<file path="config.mk">
export PLATFORM = sky130hd
export DESIGN_NAME = gamepad_report_change_event_queue
export DESIGN_NICKNAME = d
export VERILOG_FILES = /design/src/sv/gpce_pkg.sv /design/src/sv/gpce_ram.sv /design/src/sv/gpce_conv.sv /design/src/sv/gamepad_report_change_event_queue.sv
export SDC_FILE = /design/constraint.sdc
export NUM_CORES = 2
export LEC_CHECK = 0
export BUFFER_PORTS_ARGS = -buffer_cell sky130_fd_sc_hd__buf_4
export CORE_AREA = 3 3 409 411
export DETAILED_ROUTE_END_ITERATION = 7
export DIE_AREA = 0 0 412 414
export GPL_TIMING_DRIVEN = 0
export PLACE_DENSITY = 0.57
export SYNTH_ARGS = -nofsm -noshare
export SYNTH_HDL_FRONTEND = slang
export SYNTH_SLANG_ARGS = --single-unit
</file>
<file path="constraint.sdc">
create_clock -name clock -period 18.5 [get_ports clock]
set_input_delay 0.925 -clock clock [delete_from_list [all_inputs] [get_ports clock]]
set_output_delay 0.925 -clock clock [all_outputs]
set_load 0.05 [all_outputs]
</file>
<file path="src/sv/gpce_pkg.sv">
`default_nettype none
package gpce_pkg;

   localparam int OBJ_W = 5;
   localparam int VAL_W = 18;
   localparam int QCNT_W = 6;
   localparam int ENTRY_W = OBJ_W + VAL_W;

   localparam logic [1:0] CMD_POLL = 2'd0;
   localparam logic [1:0] CMD_READ = 2'd1;
   localparam logic [1:0] CMD_PEEK = 2'd2;

   localparam logic [1:0] CSR_TRIG_THR = 2'd0;
   localparam logic [1:0] CSR_LEFT_DZ  = 2'd1;
   localparam logic [1:0] CSR_RIGHT_DZ = 2'd2;

   localparam logic [7:0]  TRIG_THR_RST = 8'd30;
   localparam logic [14:0] LEFT_DZ_RST  = 15'd7849;
   localparam logic [14:0] RIGHT_DZ_RST = 15'd8689;

   localparam logic signed [VAL_W-1:0] PRESSED     = 18'sd128;
   localparam logic signed [VAL_W-1:0] AXIS_CENTER = 18'sd32768;
   localparam logic signed [VAL_W-1:0] DPAD_CENTER = -18'sd1;

   // button slots that map to a button-word bit or a trigger stop here
   localparam logic [OBJ_W-1:0] NUM_MAPPED = 5'd12;
   localparam logic [3:0] BTN_RT = 4'd6;
   localparam logic [3:0] BTN_LT = 4'd7;

   // objects after the buttons
   localparam logic [OBJ_W-1:0] OFS_LX   = 5'd0;
   localparam logic [OBJ_W-1:0] OFS_LY   = 5'd1;
   localparam logic [OBJ_W-1:0] OFS_RX   = 5'd2;
   localparam logic [OBJ_W-1:0] OFS_RY   = 5'd3;
   localparam logic [OBJ_W-1:0] OFS_DPAD = 5'd4;

   typedef struct packed {
      logic [15:0]        button_word;
      logic [7:0]         left_trigger;
      logic [7:0]         right_trigger;
      logic signed [15:0] left_x;
      logic signed [15:0] left_y;
      logic signed [15:0] right_x;
      logic signed [15:0] right_y;
   } report_type;

   typedef struct packed {
      logic [7:0]  trigger_threshold;
      logic [14:0] left_stick_deadzone;
      logic [14:0] right_stick_deadzone;
   } cfg_type;

   function automatic logic [15:0] btn_mask(input logic [3:0] slot);
      logic [15:0] m;
      case (slot)
         4'd0:    m = 16'h1000;
         4'd1:    m = 16'h2000;
         4'd2:    m = 16'h8000;
         4'd3:    m = 16'h4000;
         4'd4:    m = 16'h0200;
         4'd5:    m = 16'h0100;
         4'd8:    m = 16'h0010;
         4'd9:    m = 16'h0020;
         4'd10:   m = 16'h0040;
         4'd11:   m = 16'h0080;
         default: m = 16'h0000;
      endcase
      return m;
   endfunction

   // bits are up, down, left, right; angle in hundredths of a degree
   function automatic logic signed [VAL_W-1:0] dpad_angle(input logic [3:0] dirs);
      logic signed [VAL_W-1:0] a;
      case (dirs)
         4'd1:    a = 18'sd0;
         4'd2:    a = 18'sd18000;
         4'd4:    a = 18'sd27000;
         4'd5:    a = 18'sd31500;
         4'd6:    a = 18'sd22500;
         4'd8:    a = 18'sd9000;
         4'd9:    a = 18'sd4500;
         4'd10:   a = 18'sd13500;
         default: a = DPAD_CENTER;
      endcase
      return a;
   endfunction

endpackage
`default_nettype wire

</file>
<file path="src/sv/gpce_ram.sv">
`default_nettype none
module gpce_ram #(
   parameter int WIDTH = 8,
   parameter int DEPTH = 32,
   localparam int AW = (DEPTH > 1) ? $clog2(DEPTH) : 1
) (
   input  wire logic             clock,
   input  wire logic             we,
   input  wire logic [AW-1:0]    waddr,
   input  wire logic [WIDTH-1:0] wdata,
   input  wire logic [AW-1:0]    raddr,
   output logic      [WIDTH-1:0] rdata
);

   logic [WIDTH-1:0] mem [DEPTH];

   always_ff @(posedge clock) begin
      if (we) begin
         mem[waddr] <= wdata;
      end
      rdata <= mem[raddr];
   end

endmodule
`default_nettype wire

</file>
<file path="src/sv/gpce_conv.sv">
`default_nettype none
module gpce_conv
   import gpce_pkg::*;
#(
   parameter int NUM_BUTTONS = 12
) (
   input  wire report_type             report,
   input  wire cfg_type                cfg,
   input  wire logic [OBJ_W-1:0]       obj,
   output logic signed [VAL_W-1:0]     value
);

   localparam logic [OBJ_W-1:0] NB = OBJ_W'(NUM_BUTTONS);

   logic [OBJ_W-1:0]        ofs;
   logic [15:0]             mask;
   logic                    on;
   logic signed [15:0]      pos;
   logic [14:0]             dz;
   logic                    invert;
   logic signed [VAL_W-1:0] pos18;
   logic signed [VAL_W-1:0] dz18;
   logic signed [VAL_W-1:0] axis;

   always_comb begin
      ofs = obj - NB;
      case (ofs)
         OFS_LX:  begin pos = report.left_x;  dz = cfg.left_stick_deadzone;  invert = 1'b0; end
         OFS_LY:  begin pos = report.left_y;  dz = cfg.left_stick_deadzone;  invert = 1'b1; end
         OFS_RX:  begin pos = report.right_x; dz = cfg.right_stick_deadzone; invert = 1'b0; end
         default: begin pos = report.right_y; dz = cfg.right_stick_deadzone; invert = 1'b1; end
      endcase
      pos18 = {{2{pos[15]}}, pos};
      dz18 = {3'b000, dz};
      if (pos18 > dz18 || pos18 < -dz18) begin
         axis = invert ? (AXIS_CENTER - pos18) : (pos18 + AXIS_CENTER);
      end else begin
         axis = AXIS_CENTER;
      end

      mask = btn_mask(obj[3:0]);
      on = 1'b0;
      if (obj < NUM_MAPPED) begin
         if (mask != 16'h0000) begin
            on = (report.button_word & mask) != 16'h0000;
         end else if (obj[3:0] == BTN_RT) begin
            on = report.right_trigger > cfg.trigger_threshold;
         end else if (obj[3:0] == BTN_LT) begin
            on = report.left_trigger > cfg.trigger_threshold;
         end
      end

      if (obj < NB) begin
         value = on ? PRESSED : '0;
      end else begin
         case (ofs)
            OFS_LX, OFS_LY, OFS_RX, OFS_RY: value = axis;
            OFS_DPAD:                       value = dpad_angle(report.button_word[3:0]);
            default:                        value = '0;
         endcase
      end
   end

endmodule
`default_nettype wire

</file>
<file path="src/sv/gamepad_report_change_event_queue.sv">
// Gamepad change-event queue.
// Command channel: start with req_cmd and the report fields is taken at a clock
// edge where busy is low. cmd poll converts the report into button, stick and
// d-pad values (unless changes from an earlier poll are still pending) and
// pushes every changed object that fits into the event queue; read pops the
// oldest event, peek shows it.
// Every command gives exactly one result beat on the rsp_ ports, marked by
// rsp_strobe for one cycle. The receiver cannot stall; the beat is simply
// presented once.
// A poll makes one pass over the object values, one object per cycle, through
// the single read and write port of each value memory. Read, peek and unused
// commands go through a single pop state while the registered read of the
// queue memory completes. A new command is taken in the cycle the result beat
// is shown.
// Reset clears the control state, restores the default thresholds and makes
// all object values read as zero; queue memory contents are not cleared.
// Csr writes take effect at once and are meant for idle periods.
`default_nettype none
module gamepad_report_change_event_queue
   import gpce_pkg::*;
#(
   parameter int QUEUE_DEPTH = 32,
   parameter int NUM_BUTTONS = 12
) (
   input  wire logic                     clock,
   input  wire logic                     reset,
   input  wire logic                     start,
   output logic                          busy,
   input  wire logic [1:0]               req_cmd,
   input  wire logic [15:0]              req_button_word,
   input  wire logic [7:0]               req_left_trigger,
   input  wire logic [7:0]               req_right_trigger,
   input  wire logic signed [15:0]       req_left_x,
   input  wire logic signed [15:0]       req_left_y,
   input  wire logic signed [15:0]       req_right_x,
   input  wire logic signed [15:0]       req_right_y,
   output logic                          rsp_strobe,
   output logic                          rsp_event_valid,
   output logic [OBJ_W-1:0]              rsp_event_object,
   output logic signed [VAL_W-1:0]       rsp_event_value,
   output logic [QCNT_W-1:0]             rsp_queue_count,
   input  wire logic                     csr_we,
   input  wire logic [1:0]               csr_index,
   input  wire logic [14:0]              csr_wdata
);

   localparam int NUM_OBJ = NUM_BUTTONS + 5;
   localparam int OAW = $clog2(NUM_OBJ);
   localparam int QAW = $clog2(QUEUE_DEPTH);
   localparam int CW = $clog2(QUEUE_DEPTH + 1);
   localparam int SW = QAW + 2;
   localparam logic [OBJ_W-1:0] LAST_STEP = OBJ_W'(NUM_OBJ);

   localparam logic [1:0] S_IDLE = 2'd0;
   localparam logic [1:0] S_SCAN = 2'd1;
   localparam logic [1:0] S_POP  = 2'd2;

   logic [1:0]          state_ff, state_in;
   cfg_type             cfg_ff, cfg_in;
   report_type          report_ff;
   logic                cnv_ff;
   logic                pending_ff, pending_in;
   logic [OBJ_W-1:0]    step_ff, step_in;
   logic [NUM_OBJ-1:0]  cur_vld_ff, cur_vld_in;
   logic [NUM_OBJ-1:0]  rep_vld_ff, rep_vld_in;
   logic [CW-1:0]       count_ff, count_in;
   logic [QAW-1:0]      head_ff, head_in;
   logic                hit_ff, pop_ff;
   logic                strobe_ff, strobe_in;
   logic                ev_valid_ff, ev_valid_in;
   logic [OBJ_W-1:0]    ev_obj_ff, ev_obj_in;
   logic signed [VAL_W-1:0] ev_val_ff, ev_val_in;
   logic [QCNT_W-1:0]   qcnt_ff, qcnt_in;

   logic                accept;
   logic                proc_en;
   logic [OBJ_W-1:0]    obj;
   logic [OAW-1:0]      obj_addr;
   logic signed [VAL_W-1:0] conv_val;
   logic [VAL_W-1:0]    cur_q, rep_q;
   logic signed [VAL_W-1:0] cur_val, rep_val, new_val;
   logic                differ;
   logic                full;
   logic                push;
   logic                cur_we;
   logic [SW-1:0]       tail_sum;
   logic [QAW-1:0]      tail;
   logic [QAW:0]        head_inc;
   logic [ENTRY_W-1:0]  fifo_q;

   assign accept = start && !busy;
   assign busy = state_ff != S_IDLE;
   assign proc_en = state_ff == S_SCAN && step_ff != '0;
   assign obj = step_ff - 5'd1;
   assign obj_addr = obj[OAW-1:0];

   gpce_conv #(.NUM_BUTTONS(NUM_BUTTONS)) u_conv (
      .report (report_ff),
      .cfg    (cfg_ff),
      .obj    (obj),
      .value  (conv_val)
   );

   // value memories read one object ahead of the one being processed
   gpce_ram #(.WIDTH(VAL_W), .DEPTH(NUM_OBJ)) u_cur_ram (
      .clock (clock),
      .we    (cur_we),
      .waddr (obj_addr),
      .wdata (conv_val),
      .raddr (step_ff[OAW-1:0]),
      .rdata (cur_q)
   );

   gpce_ram #(.WIDTH(VAL_W), .DEPTH(NUM_OBJ)) u_rep_ram (
      .clock (clock),
      .we    (push),
      .waddr (obj_addr),
      .wdata (new_val),
      .raddr (step_ff[OAW-1:0]),
      .rdata (rep_q)
   );

   gpce_ram #(.WIDTH(ENTRY_W), .DEPTH(QUEUE_DEPTH)) u_fifo_ram (
      .clock (clock),
      .we    (push),
      .waddr (tail),
      .wdata ({obj, new_val}),
      .raddr (head_ff),
      .rdata (fifo_q)
   );

   always_comb begin
      cur_val = cur_vld_ff[obj_addr] ? signed'(cur_q) : '0;
      rep_val = rep_vld_ff[obj_addr] ? signed'(rep_q) : '0;
      new_val = cnv_ff ? conv_val : cur_val;
      differ = new_val != rep_val;
      full = count_ff == CW'(QUEUE_DEPTH);
      push = proc_en && differ && !full;
      cur_we = proc_en && cnv_ff;

      tail_sum = SW'(head_ff) + SW'(count_ff);
      if (tail_sum >= SW'(QUEUE_DEPTH)) begin
         tail_sum = tail_sum - SW'(QUEUE_DEPTH);
      end
      tail = tail_sum[QAW-1:0];
      head_inc = (QAW+1)'(head_ff) + 1'b1;
      if (head_inc == (QAW+1)'(QUEUE_DEPTH)) begin
         head_inc = '0;
      end
   end

   always_comb begin
      state_in = state_ff;
      cfg_in = cfg_ff;
      pending_in = pending_ff;
      step_in = step_ff;
      cur_vld_in = cur_vld_ff;
      rep_vld_in = rep_vld_ff;
      count_in = count_ff;
      head_in = head_ff;
      strobe_in = 1'b0;
      ev_valid_in = ev_valid_ff;
      ev_obj_in = ev_obj_ff;
      ev_val_in = ev_val_ff;
      qcnt_in = qcnt_ff;

      if (csr_we) begin
         case (csr_index)
            CSR_TRIG_THR: cfg_in.trigger_threshold = csr_wdata[7:0];
            CSR_LEFT_DZ:  cfg_in.left_stick_deadzone = csr_wdata;
            CSR_RIGHT_DZ: cfg_in.right_stick_deadzone = csr_wdata;
            default: ;
         endcase
      end

      case (state_ff)
         S_IDLE: begin
            if (accept) begin
               step_in = '0;
               if (req_cmd == CMD_POLL) begin
                  state_in = S_SCAN;
                  pending_in = 1'b0;
               end else begin
                  state_in = S_POP;
               end
            end
         end
         S_SCAN: begin
            step_in = step_ff + 5'd1;
            if (proc_en) begin
               if (cur_we) begin
                  cur_vld_in[obj_addr] = 1'b1;
               end
               if (push) begin
                  rep_vld_in[obj_addr] = 1'b1;
                  count_in = count_ff + 1'b1;
               end
               // a change that found the queue full stays pending
               if (differ && full) begin
                  pending_in = 1'b1;
               end
            end
            if (step_ff == LAST_STEP) begin
               state_in = S_IDLE;
               strobe_in = 1'b1;
               ev_valid_in = 1'b0;
               ev_obj_in = '0;
               ev_val_in = '0;
               qcnt_in = QCNT_W'(count_in);
            end
         end
         S_POP: begin
            state_in = S_IDLE;
            strobe_in = 1'b1;
            ev_valid_in = hit_ff;
            ev_obj_in = hit_ff ? fifo_q[ENTRY_W-1:VAL_W] : '0;
            ev_val_in = hit_ff ? signed'(fifo_q[VAL_W-1:0]) : '0;
            if (hit_ff && pop_ff) begin
               head_in = head_inc[QAW-1:0];
               count_in = count_ff - 1'b1;
            end
            qcnt_in = QCNT_W'(count_in);
         end
         default: begin
            state_in = S_IDLE;
         end
      endcase
   end

   always_ff @(posedge clock) begin
      if (reset) begin
         state_ff <= S_IDLE;
         cfg_ff <= '{trigger_threshold: TRIG_THR_RST,
                     left_stick_deadzone: LEFT_DZ_RST,
                     right_stick_deadzone: RIGHT_DZ_RST};
         pending_ff <= 1'b0;
         step_ff <= '0;
         cur_vld_ff <= '0;
         rep_vld_ff <= '0;
         count_ff <= '0;
         head_ff <= '0;
         strobe_ff <= 1'b0;
      end else begin
         state_ff <= state_in;
         cfg_ff <= cfg_in;
         pending_ff <= pending_in;
         step_ff <= step_in;
         cur_vld_ff <= cur_vld_in;
         rep_vld_ff <= rep_vld_in;
         count_ff <= count_in;
         head_ff <= head_in;
         strobe_ff <= strobe_in;
      end
   end

   always_ff @(posedge clock) begin
      if (accept) begin
         report_ff <= '{button_word: req_button_word,
                        left_trigger: req_left_trigger,
                        right_trigger: req_right_trigger,
                        left_x: req_left_x,
                        left_y: req_left_y,
                        right_x: req_right_x,
                        right_y: req_right_y};
         cnv_ff <= !pending_ff;
         hit_ff <= (req_cmd == CMD_READ || req_cmd == CMD_PEEK) && count_ff != '0;
         pop_ff <= req_cmd == CMD_READ;
      end
      ev_valid_ff <= ev_valid_in;
      ev_obj_ff <= ev_obj_in;
      ev_val_ff <= ev_val_in;
      qcnt_ff <= qcnt_in;
   end

   assign rsp_strobe = strobe_ff;
   assign rsp_event_valid = ev_valid_ff;
   assign rsp_event_object = ev_obj_ff;
   assign rsp_event_value = ev_val_ff;
   assign rsp_queue_count = qcnt_ff;

endmodule
`default_nettype wire
</file>
==> flow_metrics.py <==
metrics = {
    "place": {
        "gp_routability_congestion": 0.924,
        "io_buffers": 148,
        "dpl.hpwl_um": 127000,
        "dp_slack_ns": 4.07,
    },
    "timing": {
        "slew_violations": 0,
        "finalHoldViolations": 0,
        "timing.final.ws_setup_ns": 3.84,
        "setup_viol": 0,
        "max_freq_mhz": 68.2,
        "rsz0062_at_grt": "no",
        "min_period_ns": 14.66,
        "finClkSkew_ns": 0.0325,
        "relSlewSlack": 0.0442,
        "worst_slew_pin_slew_ns": 1.43,
        "post-route-period-util": 0.792,
    },
    "synthesis": {
        "synth-edff-count": 1475,
        "synth_cells": 3398,
        "avgSynthCellArea_um2": 19.3,
        "ys.flop_type": "edfxtp_1",
        "ys_ff_latch": 1638,
        "yosysWarnings": 0,
        "synthesis.nets": 3592,
        "async_flop_share": 0,
        "syn-cell-area_mm2": 0.0654,
        "yosysSeqAreaShare": 0.727,
        "ys_types": 92,
    },
    "cts": {
        "cts_max_path_buffers": 3,
        "cts_sinks": 1638,
        "cts_buffers": 165,
        "clock_latency_ns": 0.81,
        "cts_resized": 0,
        "ctsHtreeMaxLevel": 4,
        "cts_root_buffer": "clkbuf_16",
        "cts_setup_buffers": 0,
        "cts_tree": "done",
        "clk_pin_slew_ns": 0.06,
        "cts_hold_buf": 0,
    },
    "power": {
        "power_density_mw_per_mm2": 97.2,
        "p_total_mw": 7.49,
        "leakage_nw": 27.2,
        "vdd_ir_drop_max_v": 0.0000961,
    },
    "setup_path": {
        "critPathMaxStageDelay_ns": 0.85,
        "crit_type": "reg2reg",
        "regToRegSetupSlack_ns": 3.84,
        "rr_worst_depth": 38,
        "startpoint": "step_ff[0]",
        "critPathSlowestCell": "nor4_1",
        "r2r_start": "step_ff[0]",
        "cp_max_fo": 36,
        "reg2reg_to": "u_fifo_ram.mem[26][13]",
        "startpoint_type": "flop",
        "required_ns": 19.04,
        "crit_path_end": "u_fifo_ram.mem[26][13]",
        "cp.arrival_ns": 15.19,
        "cp-end-kind": "flop",
    },
    "global_route": {
        "grt_usage": 0.210,
        "grt_max_degree": 54,
        "antenna_found_initial": 10,
        "grt_pass1_vias": 34900,
        "grt_overflow": 0,
        "grt_pass1_wl_um": 257000,
    },
    "finish": {
        "syn2layout_area_growth_pct": 17.8,
        "final_util": 0.469,
        "nets": 4093,
        "drive_gt1_frac": 0.295,
        "fillCellCount": 13900,
    },
    "die": {
        "num_rows": 149,
        "coreArea_mm2": 0.164,
        "die_y_um": 414,
        "die_w_um": 412,
        "ioPinCount": 151,
        "initial_core_util": 0.398,
        "dieArea_mm2": 0.171,
    },
    "detailed_routing": {
        "drc": 0,
        "via_per_inst": 5.64,
        "drtAntennaViolNets": 0,
        "via_count": 35100,
        "drtPass1Iterations": 6,
        "drt_iter0_drc": 3861,
        "routed_wl_um": 180000,
        "routedWlPerCell_um": 28.9,
    },
    "hold_path": {
        "hold_depth": 1,
        "min_path_type": "in2reg",
    },
    "flow_run": {
        "max-cap-violations": 0,
    },
    "run_status": {
        "outcome": "finished clean",
    },
}
==> flip-flops by register name (all words and copies together), names as in the netlist, 17 cells and up, named ones only <==
name,flops
cfg_ff,38
cur_vld_ff,17
rep_vld_ff,17
report_ff,94
rsp_event_value,18
u_cur_ram.mem,306
u_cur_ram.rdata,18
u_fifo_ram.mem,736
u_fifo_ram.rdata,23
u_rep_ram.mem,306
u_rep_ram.rdata,18
==> per-layer routing <==
metal / GRT usage / wire (µm) / vias to the layer above
li1: - / - / 14900
met1: 0.311 / 78300 / 18600
met2: 0.318 / 82700 / 1406
met3: 0.0409 / 14500 / 234
met4: 0.0562 / 4160 / 8
met5: 0 / 38 / -
==> worst max-delay path: cells and delay by family, from the launching register on <==
kind	cells	cell delay, ns
AO/OA/AOI/OAI	9	3.51
XOR/XNOR	2	0.35
adder cells (fa/ha/maj)	3	1.13
buffers and inverters	12	4.87
flip-flops	1	0.45
multiplexers	1	0.51
AND/OR/NAND/NOR	11	3.50
==> cell usage in the layout (no fill, tap or decap), types with 16 or more instances in the layout <==
cell and n:
edfxtp_1 1475, mux4_2 418, buf_4 282, nand2_1 181
clkbuf_16 170, dfxtp_1 163, clkbuf_1 161, nor2_1 79
ha_1 74, a21oi_1 66, inv_1 66, mux2_2 66
nand3_1 53, buf_1 40, and3_1 38, o21ai_0 37
clkinv_2 34, xnor2_1 33, nor4_2 33, mux2i_1 31
clkinv_1 29, buf_12 21, nand4_1 20, o211ai_1 19
a22oi_1 19, xor2_1 19, buf_6 18, o21a_1 17
buf_2 16, nor2b_1 16, nor3_1 16
==> stage by stage <==
| step | setup TNS, ns | cells | hold WS [ns] | cell area, µm² |
|---|---|---|---|---|
| 2_1_floorplan | 0 | 3398 | 0.427 | 65400 |
| 3_3_place_gp | -4101.38 | 5735 | 0.440 | 69300 |
| 3_5_place_dp | 0 | 5921 | 0.446 | 71800 |
| 4_1_cts | 0 | 6222 | 0.240 | 77000 |
| 5_1_grt | 0 | 6222 | 0.264 | 77000 |
| 6_report | 0 | 6224 | 0.302 | 77100 |
==> Yosys cell counts (all sizes together) (4+ instances only) <==
library cell  number  share of area
edfxtp          1475           0.68
mux4             418           0.14
nand2            181          0.010
dfxtp            163          0.050
clkbuf           122         0.0070
nor2             104         0.0060
ha                74          0.014
inv               71         0.0041
a21oi             67         0.0053
mux2              67          0.012
buf               63         0.0046
o21ai             60         0.0047
nand3             53         0.0041
nor4              44         0.0048
and3              39         0.0038
xnor2             35         0.0048
mux2i             32         0.0050
nor3              21         0.0017
nand4             20         0.0019
o211ai            20         0.0024
a22oi             19         0.0022
xor2              19         0.0025
o21a              17         0.0020
a211oi            16         0.0019
a31oi             16         0.0015
and2              16         0.0015
nor2b             16         0.0015
o2bb2ai           15         0.0020
a21o              12         0.0014
a22o              12         0.0016
a41oi              8         0.0012
a32oi              7        0.00094
nand2b             7        0.00067
or2                6        0.00057
a222oi             5        0.00077
nor3b              5        0.00065
o2111ai            5        0.00067
nand3b             4        0.00046
o31ai              4        0.00046
or3                4        0.00046
==> report_power, final <==
| group | switching (mW) | internal [mW] | leakage (nW) |
|---|---|---|---|
| combinational | 0.140 | 0.0807 | 7.76 |
| sequential | 0.0196 | 4.01 | 16.8 |
| clock | 1.39 | 1.85 | 2.57 |
| total | 1.55 | 5.94 | 27.2 |
==> how the worst min path moves through the flow <==
| stage | slack [ns] | to | startpoint |
|---|---|---|---|
| after floorplan | 0.43 | rep_vld_ff[1] | rep_vld_ff[1] |
| after global placement | 0.44 | rep_vld_ff[14] | rep_vld_ff[14] |
| after detailed placement | 0.45 | cfg_ff[12] | cfg_ff[12] |
| after CTS | 0.24 | report_ff[84] | req_button_word[4] |
| after global routing | 0.26 | report_ff[11] | req_right_y[11] |
| final | 0.30 | report_ff[17] | req_right_x[1] |
==> layout make-up <==
| type | instances | area, µm² | share of cell area |
|---|---|---|---|
| diodes | 2 | 5.00 | 0.0000650 |
| plain buffers | 185 | 759 | 0.00986 |
| clock buffers | 219 | 4530 | 0.0588 |
| clock inverters | 82 | 687 | 0.00891 |
| inverters | 72 | 270 | 0.00351 |
| multi-input cells | 1503 | 17300 | 0.225 |
| flip-flops and latches | 1638 | 47600 | 0.617 |
| well taps | 2189 | 2740 | 0.0355 |
| repair buffers | 334 | 3160 | 0.0410 |
==> cell families (layout without fill, tap and decap cells) <==
kind of cell    Yosys count  count (layout)  synth area share
compound gates          324             324            0.0349
xor+xnor                 54              54           0.00734
fa+ha+maj                75              75            0.0145
buf+inv                 257             892            0.0157
flops                  1638            1638             0.727
mux                     517             517             0.160
other cells               0               2                 0
simple gates            533             533            0.0402
Power figures use the tool's default switching activity.
